## config.mk

```make
export PLATFORM = sky130hd
export DESIGN_NAME = multi_axis_stepper_positioner_unit
export DESIGN_NICKNAME = d
export VERILOG_FILES = /design/src/sv/msp_pkg.sv /design/src/sv/multi_axis_stepper_positioner_unit.sv
export VERILOG_INCLUDE_DIRS = /design/src /design/src/sv
export SDC_FILE = /design/constraint.sdc
export NUM_CORES = 1
export LEC_CHECK = 0
export ABC_AREA = 1
export BUFFER_PORTS_ARGS = -buffer_cell sky130_fd_sc_hd__buf_2
export CAP_MARGIN = 40
export CORE_ASPECT_RATIO = 0.5
export CORE_MARGIN = 4
export CORE_UTILIZATION = 60
export DETAILED_ROUTE_END_ITERATION = 12
export PLACE_DENSITY = 0.78
export SYNTH_ARGS = -nofsm -noshare
export SYNTH_HDL_FRONTEND = slang
export SYNTH_SLANG_ARGS = --single-unit
export TNS_END_PERCENT = 50
```

## constraint.sdc

```tcl
create_clock -name aclk -period 9.93 [get_ports aclk]
set_input_delay 1.4895 -clock aclk [delete_from_list [all_inputs] [get_ports aclk]]
set_output_delay 1.4895 -clock aclk [all_outputs]
set_load 0.03 [all_outputs]
```

## src/sv/multi_axis_stepper_positioner_unit_macros.svh

```systemverilog
// assertion macros for the positioner rtl
`ifndef MULTI_AXIS_STEPPER_POSITIONER_UNIT_MACROS_SVH
`define MULTI_AXIS_STEPPER_POSITIONER_UNIT_MACROS_SVH

`ifndef NO_ASSERTIONS

// same-cycle implication, checked out of reset
`define MSP_ASSERT_NOW(label, clk, rstn, ante, cons) \
    label: assert property (@(posedge clk) disable iff (!rstn) (ante) |-> (cons)) \
        else $error("msp check failed");

// next-cycle implication, checked out of reset
`define MSP_ASSERT_NEXT(label, clk, rstn, ante, cons) \
    label: assert property (@(posedge clk) disable iff (!rstn) (ante) |=> (cons)) \
        else $error("msp check failed");

`else

`define MSP_ASSERT_NOW(label, clk, rstn, ante, cons)
`define MSP_ASSERT_NEXT(label, clk, rstn, ante, cons)

`endif

`endif

```

## src/sv/msp_pkg.sv

```systemverilog
package msp_pkg;

    localparam int AXIS_MAX = 12;

    // per-axis zero offsets in microsteps
    localparam logic [10:0] AXIS_OFFSET [AXIS_MAX] = '{
        11'd455, 11'd0, 11'd520, 11'd0, 11'd230, 11'd0,
        11'd65,  11'd0, 11'd335, 11'd0, 11'd1005, 11'd0
    };

    localparam logic [7:0] CHAR_AXIS_FIRST = 8'd97;   // 'a'
    localparam logic [7:0] CHAR_AXIS_LAST  = 8'd108;  // 'l'
    localparam logic [7:0] CHAR_HOME       = 8'd48;   // '0'
    localparam logic [7:0] CHAR_POS_FIRST  = 8'd49;   // '1'
    localparam logic [7:0] CHAR_POS_LAST   = 8'd59;   // ';'

    localparam logic OP_COMMAND = 1'b0;
    localparam logic OP_TICK    = 1'b1;

    localparam logic [1:0] MODE_IDLE   = 2'd0;
    localparam logic [1:0] MODE_MOVE   = 2'd1;
    localparam logic [1:0] MODE_HOME   = 2'd2;
    localparam logic [1:0] MODE_WIGGLE = 2'd3;

    localparam logic [2:0] ST_NONE      = 3'd0;
    localparam logic [2:0] ST_BAD_AXIS  = 3'd1;
    localparam logic [2:0] ST_BAD_POS   = 3'd2;
    localparam logic [2:0] ST_HOMING    = 3'd3;
    localparam logic [2:0] ST_MOVING    = 3'd4;
    localparam logic [2:0] ST_THERE     = 3'd5;
    localparam logic [2:0] ST_MOVE_DONE = 3'd6;
    localparam logic [2:0] ST_HOME_SEEN = 3'd7;

    localparam logic [2:0] WIGGLE_FIRST_PASS = 3'd6;

endpackage

```

## src/sv/multi_axis_stepper_positioner_unit.sv

```systemverilog
// Stepper positioner for up to twelve axes sharing one step/direction pair.
// Input stream (s_axis_*): tuser selects the request kind, 0 = command, 1 = tick.
//   A command carries an axis letter 'a'..'l' and a position character,
//   '0' to home the axis or '1'..';' to move to switch position 1..11.
//   A tick carries the home switch level of the active axis and advances the
//   running move, homing or anti-backlash wiggle by at most one step.
// Output stream (m_axis_*): exactly one result per request, holding the step
//   pulse, direction, active axis, its driver enable (low active), a status
//   code, the axis position and the current target.
// The result is registered: a request's result appears in the cycle after it is taken.
//   One request per cycle is sustained while the receiver takes results; the whole
//   update is a single pass between the input handshake and the output register.
// The output register lets a new request in whenever it is empty or being
//   taken in the same cycle; while the receiver stalls a full register,
//   s_axis_tready is low and all state holds.
// Reset (aresetn low, synchronous) clears all positions, selects axis 0,
//   stops any run and disables every driver; the output register is empty.
`include "multi_axis_stepper_positioner_unit_macros.svh"

module multi_axis_stepper_positioner_unit #(
    parameter int MICROSTEPS_PER_STEP = 8,
    parameter int AXIS_COUNT          = 12
) (
    input  logic        aclk,
    input  logic        aresetn,
    input  logic        s_axis_tvalid,
    output logic        s_axis_tready,
    // [7:0] axis_char, [15:8] position_char, [16] home_switch, rest zero
    input  logic [23:0] s_axis_tdata,
    // [0] opcode
    input  logic        s_axis_tuser,
    output logic        m_axis_tvalid,
    input  logic        m_axis_tready,
    // [0] step_pulse, [1] direction, [5:2] axis_index, [6] driver_enable_n,
    // [9:7] status, [21:10] position, [33:22] target, rest zero
    output logic [39:0] m_axis_tdata
);

    localparam int AIDX_W   = (AXIS_COUNT > 1) ? $clog2(AXIS_COUNT) : 1;
    localparam int LEFT_MAX = 12 * MICROSTEPS_PER_STEP;
    localparam int LEFT_W   = $clog2(LEFT_MAX + 1);
    localparam int STEP_Q   = 4 * MICROSTEPS_PER_STEP;
    localparam int STEP_HALF = 2 * MICROSTEPS_PER_STEP;
    localparam int K_SCALE  = (200 * MICROSTEPS_PER_STEP) / 12;
    localparam logic [LEFT_W-1:0] LEFT_FIRST = LEFT_W'(6 * MICROSTEPS_PER_STEP);

    // target table per axis and switch position, worked out at elaboration
    logic [11:0] tgt_tab [AXIS_COUNT][16];

    for (genvar ga = 0; ga < AXIS_COUNT; ga++) begin : g_axis
        for (genvar gk = 0; gk < 16; gk++) begin : g_pos
            localparam int V = K_SCALE * gk - int'(msp_pkg::AXIS_OFFSET[ga]);
            localparam int R = V % STEP_Q;
            localparam int T = (R == 0) ? V : ((R >= STEP_HALF) ? V + STEP_Q - R : V - R);
            localparam logic [11:0] TV = (gk >= 1 && gk <= 11) ? 12'(T) : 12'd0;
            assign tgt_tab[ga][gk] = TV;
        end
    end

    // state
    logic [11:0]       pos_reg [AXIS_COUNT];
    logic              en_n_reg [AXIS_COUNT];
    logic [3:0]        sel_reg, sel_next;
    logic [11:0]       tgt_reg, tgt_next;
    logic [1:0]        mode_reg, mode_next;
    logic              dir_reg, dir_next;
    logic [2:0]        pass_reg, pass_next;
    logic [LEFT_W-1:0] left_reg, left_next;

    // output register
    logic              m_valid_reg;
    logic [39:0]       m_data_reg, m_data_next;

    logic              in_fire;
    logic              op;
    logic [7:0]        ac, pc;
    logic              sw;
    logic [7:0]        ac_off;
    logic [3:0]        k_idx;
    logic              axis_ok;
    logic [AIDX_W-1:0] idx;
    logic [11:0]       pos_cur, pos_new, pos_step;
    logic              en_n_cur, en_n_new;
    logic [11:0]       tab_cmd, tab_home;
    logic              pulse;
    logic [2:0]        status;
    logic [LEFT_W-1:0] left_dec;
    logic [2:0]        pass_dec;
    logic [3:0]        pass_sum;

    assign s_axis_tready = !m_valid_reg || m_axis_tready;
    assign in_fire       = s_axis_tvalid && s_axis_tready;
    assign m_axis_tvalid = m_valid_reg;
    assign m_axis_tdata  = m_data_reg;

    assign op = s_axis_tuser;
    assign ac = s_axis_tdata[7:0];
    assign pc = s_axis_tdata[15:8];
    assign sw = s_axis_tdata[16];

    assign ac_off  = ac - msp_pkg::CHAR_AXIS_FIRST;
    assign k_idx   = 4'(pc - msp_pkg::CHAR_HOME);
    assign axis_ok = (ac >= msp_pkg::CHAR_AXIS_FIRST) && (ac <= msp_pkg::CHAR_AXIS_LAST)
                     && (ac_off < 8'(AXIS_COUNT));

    // one read/write index: the commanded axis on a good command, else the active one
    assign idx = (op == msp_pkg::OP_COMMAND && axis_ok) ? ac_off[AIDX_W-1:0]
                                                        : sel_reg[AIDX_W-1:0];

    assign pos_cur  = pos_reg[idx];
    assign en_n_cur = en_n_reg[idx];
    assign tab_cmd  = tgt_tab[idx][k_idx];
    assign tab_home = tgt_tab[idx][1];
    assign pos_step = dir_reg ? pos_cur - 12'd1 : pos_cur + 12'd1;
    assign left_dec = (left_reg != '0) ? left_reg - LEFT_W'(1) : '0;
    assign pass_dec = pass_reg - 3'd1;
    assign pass_sum = {1'b0, pass_dec} + {1'b0, pass_reg};

    always_comb begin
        sel_next  = sel_reg;
        tgt_next  = tgt_reg;
        mode_next = mode_reg;
        dir_next  = dir_reg;
        pass_next = pass_reg;
        left_next = left_reg;
        pos_new   = pos_cur;
        en_n_new  = en_n_cur;
        pulse     = 1'b0;
        status    = msp_pkg::ST_NONE;

        if (op == msp_pkg::OP_COMMAND) begin
            priority if (!axis_ok) begin
                status = msp_pkg::ST_BAD_AXIS;
            end else if (pc == msp_pkg::CHAR_HOME) begin
                sel_next  = ac_off[3:0];
                tgt_next  = 12'hFFF;
                dir_next  = !pos_cur[11];
                en_n_new  = 1'b0;
                mode_next = msp_pkg::MODE_HOME;
                status    = msp_pkg::ST_HOMING;
            end else if (pc >= msp_pkg::CHAR_POS_FIRST && pc <= msp_pkg::CHAR_POS_LAST) begin
                sel_next = ac_off[3:0];
                tgt_next = tab_cmd;
                if (tab_cmd == pos_cur) begin
                    mode_next = msp_pkg::MODE_IDLE;
                    status    = msp_pkg::ST_THERE;
                end else begin
                    dir_next  = $signed(tab_cmd) < $signed(pos_cur);
                    en_n_new  = 1'b0;
                    mode_next = msp_pkg::MODE_MOVE;
                    status    = msp_pkg::ST_MOVING;
                end
            end else begin
                sel_next  = ac_off[3:0];
                mode_next = msp_pkg::MODE_IDLE;
                status    = msp_pkg::ST_BAD_POS;
            end
        end else begin
            unique case (mode_reg)
                msp_pkg::MODE_IDLE: begin
                end
                msp_pkg::MODE_MOVE: begin
                    pulse   = 1'b1;
                    pos_new = pos_step;
                    if (pos_step == tgt_reg) begin
                        mode_next = msp_pkg::MODE_WIGGLE;
                        pass_next = msp_pkg::WIGGLE_FIRST_PASS;
                        left_next = LEFT_FIRST;
                        dir_next  = 1'b1;
                    end
                end
                msp_pkg::MODE_HOME: begin
                    if (sw) begin
                        en_n_new = 1'b0;
                        pos_new  = 12'd0;
                        tgt_next = tab_home;
                        dir_next = tab_home[11];
                        status   = msp_pkg::ST_HOME_SEEN;
                        // already at position 1 after zeroing: straight to the wiggle
                        if (tab_home == 12'd0) begin
                            mode_next = msp_pkg::MODE_WIGGLE;
                            pass_next = msp_pkg::WIGGLE_FIRST_PASS;
                            left_next = LEFT_FIRST;
                            dir_next  = 1'b1;
                        end else begin
                            mode_next = msp_pkg::MODE_MOVE;
                        end
                    end else begin
                        pulse = 1'b1;
                    end
                end
                msp_pkg::MODE_WIGGLE: begin
                    pulse     = 1'b1;
                    pos_new   = pos_step;
                    left_next = left_dec;
                    if (left_dec == '0) begin
                        if (pass_reg == 3'd0) begin
                            mode_next = msp_pkg::MODE_IDLE;
                            en_n_new  = 1'b1;
                            status    = msp_pkg::ST_MOVE_DONE;
                        end else begin
                            pass_next = pass_dec;
                            left_next = LEFT_W'(int'(pass_sum) * MICROSTEPS_PER_STEP);
                            dir_next  = !pass_dec[0];
                        end
                    end
                end
                default: begin
                end
            endcase
        end

        m_data_next        = '0;
        m_data_next[0]     = pulse;
        m_data_next[1]     = dir_next;
        m_data_next[5:2]   = sel_next;
        m_data_next[6]     = en_n_new;
        m_data_next[9:7]   = status;
        m_data_next[21:10] = pos_new;
        m_data_next[33:22] = tgt_next;
    end

    always_ff @(posedge aclk) begin
        if (!aresetn) begin
            for (int i = 0; i < AXIS_COUNT; i++) begin
                pos_reg[i]  <= 12'd0;
                en_n_reg[i] <= 1'b1;
            end
            sel_reg     <= 4'd0;
            tgt_reg     <= 12'd0;
            mode_reg    <= msp_pkg::MODE_IDLE;
            dir_reg     <= 1'b0;
            pass_reg    <= 3'd0;
            left_reg    <= '0;
            m_valid_reg <= 1'b0;
        end else begin
            if (in_fire) begin
                pos_reg[idx]  <= pos_new;
                en_n_reg[idx] <= en_n_new;
                sel_reg       <= sel_next;
                tgt_reg       <= tgt_next;
                mode_reg      <= mode_next;
                dir_reg       <= dir_next;
                pass_reg      <= pass_next;
                left_reg      <= left_next;
                m_valid_reg   <= 1'b1;
            end else if (m_axis_tready) begin
                m_valid_reg <= 1'b0;
            end
        end
    end

    always_ff @(posedge aclk) begin
        if (in_fire) begin
            m_data_reg <= m_data_next;
        end
    end

    // a run in progress always has the active axis driver enabled
    `MSP_ASSERT_NOW(a_run_enabled, aclk, aresetn,
        mode_reg != msp_pkg::MODE_IDLE, en_n_reg[sel_reg[AIDX_W-1:0]] == 1'b0)
    // homing keeps the all-ones target
    `MSP_ASSERT_NOW(a_home_target, aclk, aresetn,
        mode_reg == msp_pkg::MODE_HOME, tgt_reg == 12'hFFF)
    // wiggle pass never exceeds the first pass
    `MSP_ASSERT_NOW(a_pass_range, aclk, aresetn,
        1'b1, pass_reg <= msp_pkg::WIGGLE_FIRST_PASS)
    // home found: no step, position zeroed
    `MSP_ASSERT_NOW(a_home_result, aclk, aresetn,
        m_valid_reg && m_data_reg[9:7] == msp_pkg::ST_HOME_SEEN,
        m_data_reg[0] == 1'b0 && m_data_reg[21:10] == 12'd0)
    // a finished wiggle leaves the driver disabled and the block idle
    `MSP_ASSERT_NEXT(a_done_idle, aclk, aresetn,
        in_fire && status == msp_pkg::ST_MOVE_DONE,
        mode_reg == msp_pkg::MODE_IDLE && m_data_reg[6] == 1'b1)

endmodule

```

==> flow_metrics.py, run 1 <==
metrics = {
    "status": {
        "outcome": "complete, no violations",
    },
    "final_layout": {
        "fill_cells": 1676,
        "drive_gt1_frac": 0.1041,
        "nets": 1527,
        "register_area_sq_mm": 0.007868,
        "final_core_util": 0.6721,
        "syn2layout_area_growth_pct": 8.337,
        "largest_reg_flops": 192,
        "multi_input_area_sq_mm": 0.004837,
        "n_antenna_cell": 0,
    },
    "yosys": {
        "syn_area_sq_mm": 0.01369,
        "async_reset_ff_frac": 0,
        "synth_cells": 1449,
        "post-synth-top-count-cell": "nand2_1",
        "yosysSeqAreaShare": 0.5748,
        "synth-edff-count": 242,
        "synthDistinctLibCells": 55,
        "synth_commonest_cells": "nand2_1, edfxtp_1, nor2_1",
        "synth_area_leader_cell": "edfxtp_1",
        "yosys.area.top_type_share": 0.5309,
        "synth-main-ff-cell": "edfxtp_1",
        "synth_area_leaders": "edfxtp_1, nand2_1, nor2_1, dfxtp_1, inv_1",
        "ys_ff_latch": 272,
        "yosys_warnings": 0,
        "synth.avg_cell_area_sq_um": 9.446,
    },
    "critical_path": {
        "worstReg2RegEnd": "left_reg[0]",
        "crit_fanout": 27,
        "critPathLaunch": "s_axis_tdata[0]",
        "critical_path.max_stage_delay_ns": 0.55,
        "end_kind": "flip-flop",
        "r2r_slack_ns": 4.26,
        "critPathLaunchType": "input port",
        "crit_family": "simple AND/OR/NAND/NOR gates",
        "crit_arrival_ns": 8.02,
        "criticalPathCategory": "in2reg",
        "crit_required_ns": 10.39,
        "rr_startpoint": "sel_reg[1]",
        "crit_path_end": "left_reg[0]",
        "critPathSlowestCell": "nand2_2",
        "cp.depth": 35,
        "rr_worst_depth": 28,
        "path_buf_inv": 6,
    },
    "route": {
        "drt_iter0_markers": 1379,
        "first_pass_iters": 5,
        "wl_microns": 36250,
        "vias_per_cell": 6.092,
        "wl_per_cell_microns": 20.26,
        "drc_errors": 0,
        "vias": 10899,
        "antenna_left": 0,
    },
    "sta": {
        "tightest_slew_ns": 0.9329,
        "clock_skew_ns": 0.01440,
        "relSlewSlack": 0.3715,
        "fmax_ghz": 0.1322,
        "finalSetupViolCount": 0,
        "setup_tns_ns": 0,
        "rsz0062_at_grt": "no",
        "slew_violations": 0,
        "layout_min_cycle_time_ns": 7.565,
        "finalHoldViolCount": 0,
        "worst_slack_ns": 2.365,
        "post-route-period-util": 0.7618,
    },
    "die": {
        "core_area_sq_mm": 0.02206,
        "start_util": 0.6204,
        "ioPinCount": 71,
        "die_area_sq_mm": 0.02544,
        "rows": 38,
        "die_w_microns": 221.6,
        "die_h_microns": 114.8,
    },
    "place": {
        "dp.final_hpwl_microns": 24840,
        "post-place-ws_ns": 1.983,
        "port_buffers": 57,
        "place.gp.congestion": 0.9571,
    },
    "global_routing": {
        "grt_antenna_before_repair": 0,
        "grt.met2_usage": 0.4489,
        "grt_pass1_wl_microns": 56720,
        "use_met1": 0.4063,
        "gr-usage-met3": 0.05179,
        "grt_max_degree": 45,
        "grt-ovfl-total": 0,
        "busiest_layer": "met2",
        "first_global_vias": 10487,
        "grt_usage": 0.2825,
    },
    "power_and_ir_drop": {
        "switching_power_mw": 0.8666,
        "ir_drop_mv": 0.1142,
        "swShare": 0.3032,
        "seq_power_share": 0.467,
        "cellLeakagePower_nw": 5.989,
        "combPwrFrac": 0.199,
        "powerDensity_mw_per_mm2": 192.7,
        "internal_power_mw": 1.991,
        "p_clk_frac": 0.335,
    },
    "cts": {
        "cts-root-buf": "clkbuf_16",
        "h-tree-depth": 1,
        "cts_buffer_depth": 3,
        "cts.clk_slew.worst_paths_ns": 0.07,
        "post_cts_resized": 0,
        "post_cts_buffers": 0,
        "cts_tree": "done",
        "cts_buffers": 23,
        "hold_buffers": 0,
        "clock-sinks": 272,
        "clk_latency_ns": 0.55,
    },
    "job": {
        "cap_violations": 0,
    },
    "min_path": {
        "hold_class": "reg2reg",
    },
}
-- layer usage --
layer  wire, microns  up-vias
li1                -     4990
met5               0        -
met4            1037        0
met2           16400      646
met3            3810       90
met1           15010     5173
-- worst min-delay path, stage by stage, from the launching register on --
cell and delay, ns:
dfxtp_1 0.33, nand2_1 0.07, a21oi_1 0.06
-- power groups by stage --
stage          Clock [mW]  Combinational, mW  Sequential (mW)
2_1_floorplan           0              0.367             1.39
3_3_place_gp            0              0.534             1.36
3_5_place_dp            0              0.550             1.36
4_1_cts             0.962              0.555             1.33
5_1_grt              1.02              0.616             1.34
6_report            0.957              0.567             1.33
-- worst min-delay path by stage --
stage | from | end | slack [ns] | depth (start not counted)
4_1_cts | left_reg[1] | left_reg[1] | 0.50 | 2
3_5_place_dp | left_reg[0] | left_reg[0] | 0.48 | 2
3_3_place_gp | left_reg[0] | left_reg[0] | 0.47 | 2
2_1_floorplan | left_reg[0] | left_reg[0] | 0.46 | 2
6_report | left_reg[1] | left_reg[1] | 0.50 | 2
5_1_grt | left_reg[2] | left_reg[2] | 0.53 | 2
-- placed cells by master (no fill, tap or decap), types with 5 or more instances in the layout --
cell type    n
a21oi_1     59
a22oi_1      8
buf_2       57
buf_4        8
clkbuf_16   23
clkinv_1     5
conb_1       6
dfxtp_1     30
edfxtp_1   242
ha_1        25
inv_1      141
inv_2        8
nand2_1    270
nand2_2      8
nand2_4      9
nand3_1     57
nand4_1     14
nor2_1     241
nor2_2       5
nor2_4       5
o211ai_1     8
o21ai_0     88
o21ai_1     12
o221ai_1     5
o22ai_1     81
xor2_1       7
-- layout make-up --
class,instances,share of cell area
inverters,155,0.04008
flip-flops and latches,272,0.5306
multi-input cells,954,0.3262
clock inverters,12,0.01055
well taps,300,0.02531
repair buffers,66,0.02464
clock buffers,30,0.04261
-- stage by stage --
step / hold WS [ns] / cells / instance area [sq um] / power [mW]
after detailed placement: 0.4768 / 1746 / 14020 / 1.909
after floorplan: 0.4574 / 1454 / 13710 / 1.753
final: 0.5012 / 1789 / 14830 / 2.858
after global routing: 0.5295 / 1789 / 14830 / 2.969
after CTS: 0.5034 / 1788 / 14810 / 2.851
after global placement: 0.4725 / 1746 / 14020 / 1.890
-- kinds of logic (layout without fill, tap and decap cells) --
kind of cell,after synthesis,after routing,synth area share
other,1,6,0.0002740
buffers and inverters,228,263,0.07313
AO/OA/AOI/OAI,287,287,0.1254
flip-flops,272,272,0.5748
adder cells (fa/ha/maj),26,26,0.02432
AND/OR/NAND/NOR,625,625,0.1956
XOR/XNOR,10,10,0.006400
Power figures use the tool's default switching activity.
==> run 2, diff against run 1 <==
==> constraint.sdc (replaced) <==
create_clock -name aclk -period 7.6 [get_ports aclk]
set_input_delay 1.14 -clock aclk [delete_from_list [all_inputs] [get_ports aclk]]
set_output_delay 1.14 -clock aclk [all_outputs]
set_load 0.03 [all_outputs]
==> run 2 against run 1 <==
  * Critical path depth up 4
  * Utilization down 0.062 points
  * Non-clock buffer count grew 10
  * Flip-flop and latch count did not move
  * Routed wire length hardly changed
  * Final cell count is 0.39% higher
  * Combinational power increased by 32%
  * Power up 26%
  * Global-route usage about the same
  * Sequential power increased by 31%
  * Critical path type unchanged
  * Largest cell class unchanged
==> flow_metrics.py, run 2 (same netlist as run 1, synthesis figures left out) <==
metrics = {
    "die": {
        "ioPinCount": 71,
        "die_h_microns": 114.8,
        "core_area_sq_mm": 0.02206,
        "start_util": 0.6204,
        "die_area_sq_mm": 0.02544,
        "rows": 38,
        "die_w_microns": 221.6,
    },
    "sta": {
        "hold-worst-slack_ns": 0.4893,
        "rsz0062_at_grt": "no",
        "fmax_ghz": 0.1519,
        "slew_violations": 0,
        "worst_slack_ns": 1.016,
        "clock_skew_ns": 0.01232,
        "layout_min_cycle_time_ns": 6.584,
        "setup_tns_ns": 0,
        "tightest_slew_ns": 0.8120,
        "finalSetupViolCount": 0,
        "relSlewSlack": 0.4529,
        "finalHoldViolCount": 0,
        "post-route-period-util": 0.8663,
    },
    "route": {
        "first_pass_iters": 8,
        "drc_errors": 0,
        "antenna_left": 0,
        "vias_per_cell": 6.041,
        "vias": 10850,
        "wl_per_cell_microns": 20.17,
        "drt_iter0_markers": 1582,
        "wl_microns": 36230,
    },
    "final_layout": {
        "drive_gt1_frac": 0.1056,
        "final_core_util": 0.6715,
        "final_cell_mix": "nand2_1, edfxtp_1, nor2_1",
        "syn2layout_area_growth_pct": 8.237,
        "nets": 1538,
        "n_antenna_cell": 0,
        "largest_reg_flops": 192,
        "final_common_cell": "nand2_1",
        "stdcell_count": 1796,
    },
    "cts": {
        "h-tree-depth": 1,
        "cts-root-buf": "clkbuf_16",
        "cts.clk_slew.worst_paths_ns": 0.07,
        "clk_latency_ns": 0.55,
        "post_cts_resized": 0,
        "clock-sinks": 272,
        "cts_tree": "done",
        "cts_buffers": 24,
        "post_cts_buffers": 0,
        "cts_buffer_depth": 3,
        "hold_buffers": 0,
    },
    "global_routing": {
        "grt_antenna_before_repair": 0,
        "grt_pass1_wl_microns": 56370,
        "grt_usage": 0.2827,
        "first_global_vias": 10235,
        "grt-ovfl-total": 0,
        "grt_max_degree": 45,
    },
    "status": {
        "outcome": "complete, no violations",
    },
    "critical_path": {
        "critical_path.max_stage_delay_ns": 0.54,
        "crit_arrival_ns": 7.04,
        "critPathSlowestCell": "nand2_2",
        "end_kind": "flip-flop",
        "rr_startpoint": "sel_reg[0]",
        "criticalPathCategory": "in2reg",
        "critPathLaunchType": "input port",
        "crit_fanout": 22,
        "rr_worst_depth": 32,
        "critical_path.most_common_cell": "nand2_1",
        "crit_required_ns": 8.06,
        "critPathLaunch": "s_axis_tdata[0]",
    },
    "place": {
        "port_buffers": 57,
        "place.gp.congestion": 0.8898,
        "placed_cells": 1756,
        "dp.final_hpwl_microns": 25090,
        "post-place-ws_ns": 0.5840,
    },
    "min_path": {
        "hold_class": "reg2reg",
        "whs_path_depth": 2,
        "worstHoldStart": "left_reg[1]",
    },
    "job": {
        "cap_violations": 0,
    },
    "power_and_ir_drop": {
        "powerDensity_mw_per_mm2": 243.7,
        "cellLeakagePower_nw": 5.993,
        "ir_drop_mv": 0.1583,
    },
}
==> run 2: path summary, 6_finish.rpt <==
path                            slack [ns]          end
worst min register to register        0.49  left_reg[1]
worst max-delay path                  1.02  left_reg[4]
worst min-delay path                  0.49  left_reg[1]
worst max register to register        2.18  left_reg[4]
==> run 2: cell type report <==
type | instances | area [sq um]
inverter | 155 | 594.3
fill | 1650 | 7247
sequential | 272 | 7868
clock inverter | 7 | 56.30
timing repair buffer | 76 | 452.9
multi-input combinational | 954 | 4837
tap | 300 | 375.4
clock buffer | 32 | 630.6
==> run 2: per-stage QoR <==
stage               instance area (sq um)  power (mW)
finish                              14810       3.610
global route                        14810       3.760
CTS                                 14790       3.591
detailed placement                  14110       2.501
global placement                    14110       2.483
floorplan                           13710       2.290
==> run 2: power by group <==
part,internal [mW],switching [mW]
Combinational,0.191,0.556
Clock,0.584,0.537
Sequential,1.72,0.0219
Total,2.50,1.11
==> run 2: worst max-delay path: cells and delay by family <==
| kind | cells | cell delay (ns) |
|---|---|---|
| AO/OA/AOI/OAI | 7 | 1.19 |
| adder cells (fa/ha/maj) | 2 | 0.47 |
| XOR/XNOR | 1 | 0.14 |
| AND/OR/NAND/NOR | 22 | 3.11 |
| buffers and inverters | 7 | 0.96 |
==> run 2: metal layers <==
layer	global-route usage	vias up	part of all wire
li1	-	5009	-
met1	0.4022	5144	0.41
met2	0.4464	624	0.45
met3	0.06633	73	0.12
met4	0.07762	0	0.022
met5	0	-	0
==> run 3, diff against run 2 <==
--- a/config.mk
+++ b/config.mk
@@ -11,9 +11,8 @@
 export CAP_MARGIN = 40
 export CORE_ASPECT_RATIO = 0.5
 export CORE_MARGIN = 4
-export CORE_UTILIZATION = 60
+export CORE_UTILIZATION = 45
 export DETAILED_ROUTE_END_ITERATION = 12
-export PLACE_DENSITY = 0.78
 export SYNTH_ARGS = -nofsm -noshare
 export SYNTH_HDL_FRONTEND = slang
 export SYNTH_SLANG_ARGS = --single-unit
==> run 3 against run 2 <==
  * First-iteration DRC count is 39% lower
  * Utilization is 16 points lower
  * Non-clock buffer count is 2 lower
  * Power is 6.3% higher
  * Routed wire length is 5.6% higher
  * Worst hold slack worse by 0.0017 ns
  * Clock skew hardly changed
  * Critical path type unchanged
  * Register-to-register slack better by 0.05 ns
  * Highest routed layer unchanged
  * Combinational power is 1% higher
  * Critical endpoint is now pass_reg[0]
  * Die area is 31% higher
  * Global-route usage is 6.0 points lower
==> flow_metrics.py, run 3 (same netlist as run 1, synthesis figures left out) <==
metrics = {
    "status": {
        "outcome": "complete, no violations",
    },
    "global_routing": {
        "grt-ovfl-total": 0,
        "grt_usage": 0.2226,
        "first_global_vias": 10124,
        "grt_pass1_wl_microns": 57840,
        "grt_antenna_before_repair": 0,
        "grt_max_degree": 33,
    },
    "final_layout": {
        "register_area_sq_mm": 0.007868,
        "drive_gt1_frac": 0.1113,
        "multi_input_area_sq_mm": 0.004837,
        "n_antenna_cell": 0,
        "syn2layout_area_growth_pct": 10.35,
        "largest_reg_flops": 192,
        "final_cell_mix": "nand2_1, edfxtp_1, nor2_1",
        "fill_cells": 2709,
        "stdcell_area_sq_mm": 0.01510,
        "final_common_cell": "nand2_1",
        "final_core_util": 0.5128,
        "nets": 1538,
    },
    "cts": {
        "cts_buffer_depth": 3,
        "cts-root-buf": "clkbuf_16",
        "clock-sinks": 272,
        "cts_tree": "done",
        "cts.clk_slew.worst_paths_ns": 0.07,
        "post_cts_buffers": 0,
        "post_cts_resized": 0,
        "hold_buffers": 0,
        "cts_buffers": 26,
        "clk_latency_ns": 0.57,
        "h-tree-depth": 1,
    },
    "critical_path": {
        "crit_family": "simple AND/OR/NAND/NOR gates",
        "end_kind": "flip-flop",
        "crit_required_ns": 8.05,
        "critPathSlowestCell": "nand2_4",
        "criticalPathCategory": "in2reg",
        "r2r_slack_ns": 2.23,
        "path_buf_inv": 5,
        "crit_arrival_ns": 6.83,
        "critical_path.most_common_cell": "nand2_1",
        "cp.depth": 37,
        "critPathLaunchType": "input port",
        "crit_fanout": 29,
        "rr_worst_depth": 30,
        "critical_path.max_stage_delay_ns": 0.46,
    },
    "sta": {
        "layout_min_cycle_time_ns": 6.382,
        "post-route-period-util": 0.8397,
        "rsz0062_at_grt": "no",
        "worst_slack_ns": 1.218,
        "tightest_slew_ns": 0.7888,
        "clock_skew_ns": 0.01281,
        "setup_tns_ns": 0,
        "finalHoldViolCount": 0,
        "relSlewSlack": 0.4734,
        "finalSetupViolCount": 0,
        "slew_violations": 0,
        "fmax_ghz": 0.1567,
    },
    "place": {
        "dp.final_hpwl_microns": 26740,
        "place.gp.congestion": 0.9034,
        "post_dp_cell_area_sq_mm": 0.01425,
        "port_buffers": 57,
        "post-place-ws_ns": 0.7838,
    },
    "route": {
        "first_pass_iters": 5,
        "drc_errors": 0,
        "vias": 10534,
        "antenna_left": 0,
        "wl_per_cell_microns": 20.22,
        "vias_per_cell": 5.568,
        "wl_microns": 38260,
        "drt_iter0_markers": 965,
    },
    "power_and_ir_drop": {
        "powerDensity_mw_per_mm2": 254.0,
        "ir_drop_mv": 0.1496,
        "cellLeakagePower_nw": 6.065,
    },
    "die": {
        "die_area_sq_mm": 0.03344,
        "ioPinCount": 71,
        "die_h_microns": 131.3,
        "rows": 44,
        "die_w_microns": 254.6,
        "core_area_sq_mm": 0.02945,
        "start_util": 0.4647,
    },
    "job": {
        "cap_violations": 0,
    },
    "min_path": {
        "whs_path_depth": 2,
        "hold_class": "reg2reg",
    },
}
-- run 3: cell types whose count changed in the layout (fill, tap and decap cells not counted) --
cell,change
clkbuf_1,-5
clkinv_1,+1
clkinvlp_4,+3
clkbuf_16,+2
bufinv_16,+3
inv_6,+2
buf_16,+1
buf_4,-3
clkinv_2,+1
-- run 3: final cells by class --
type | count | share of cell area
Multi-Input combinational cell | 954 | 0.3203
Timing Repair Buffer | 74 | 0.03032
Clock buffer | 29 | 0.04382
Sequential cell | 272 | 0.5209
Inverter | 155 | 0.03935
Clock inverter | 17 | 0.01292
Tap cell | 391 | 0.03239
-- run 3: per-stage QoR --
stage / hold slack, ns / total power, mW / std cells
detailed placement: 0.4760 / 2.524 / 1846
finish: 0.4876 / 3.836 / 1892
global placement: 0.4734 / 2.507 / 1845
floorplan: 0.4574 / 2.290 / 1454
global route: 0.5071 / 3.992 / 1892
CTS: 0.4873 / 3.847 / 1892
-- run 3: worst register-to-register path: cells and delay by family (launching register included) --
family                   cells  cell delay (ns)
flip-flops                   1             0.43
adder cells (fa/ha/maj)      1             0.29
AO/OA/AOI/OAI                7             1.29
XOR/XNOR                     1             0.16
buffers and inverters        3             0.60
AND/OR/NAND/NOR             18             2.49
-- run 3: worst paths after layout --
| check | startpoint | end |
|---|---|---|
| max reg2reg | sel_reg[0] | pass_reg[0] |
| max | s_axis_tdata[0] | pass_reg[0] |
| min reg2reg | left_reg[0] | left_reg[0] |
| min | left_reg[0] | left_reg[0] |
-- run 3: routing by layer --
layer  GRT usage  share of wire  vias to the layer above
li1            -              -                     5019
met1      0.3173           0.46                     5101
met2      0.3454           0.44                      351
met3     0.04917          0.070                       63
met4     0.06447          0.028                        0
met5           0              0                        -
-- run 3: report_power, final --
| group | leakage, nW | internal, mW | switching, mW | total [mW] |
|---|---|---|---|---|
| Clock | 0.409 | 0.737 | 0.597 | 1.33 |
| Combinational | 3.03 | 0.191 | 0.568 | 0.759 |
| Sequential | 2.63 | 1.72 | 0.0229 | 1.74 |
| Total | 6.06 | 2.65 | 1.19 | 3.84 |
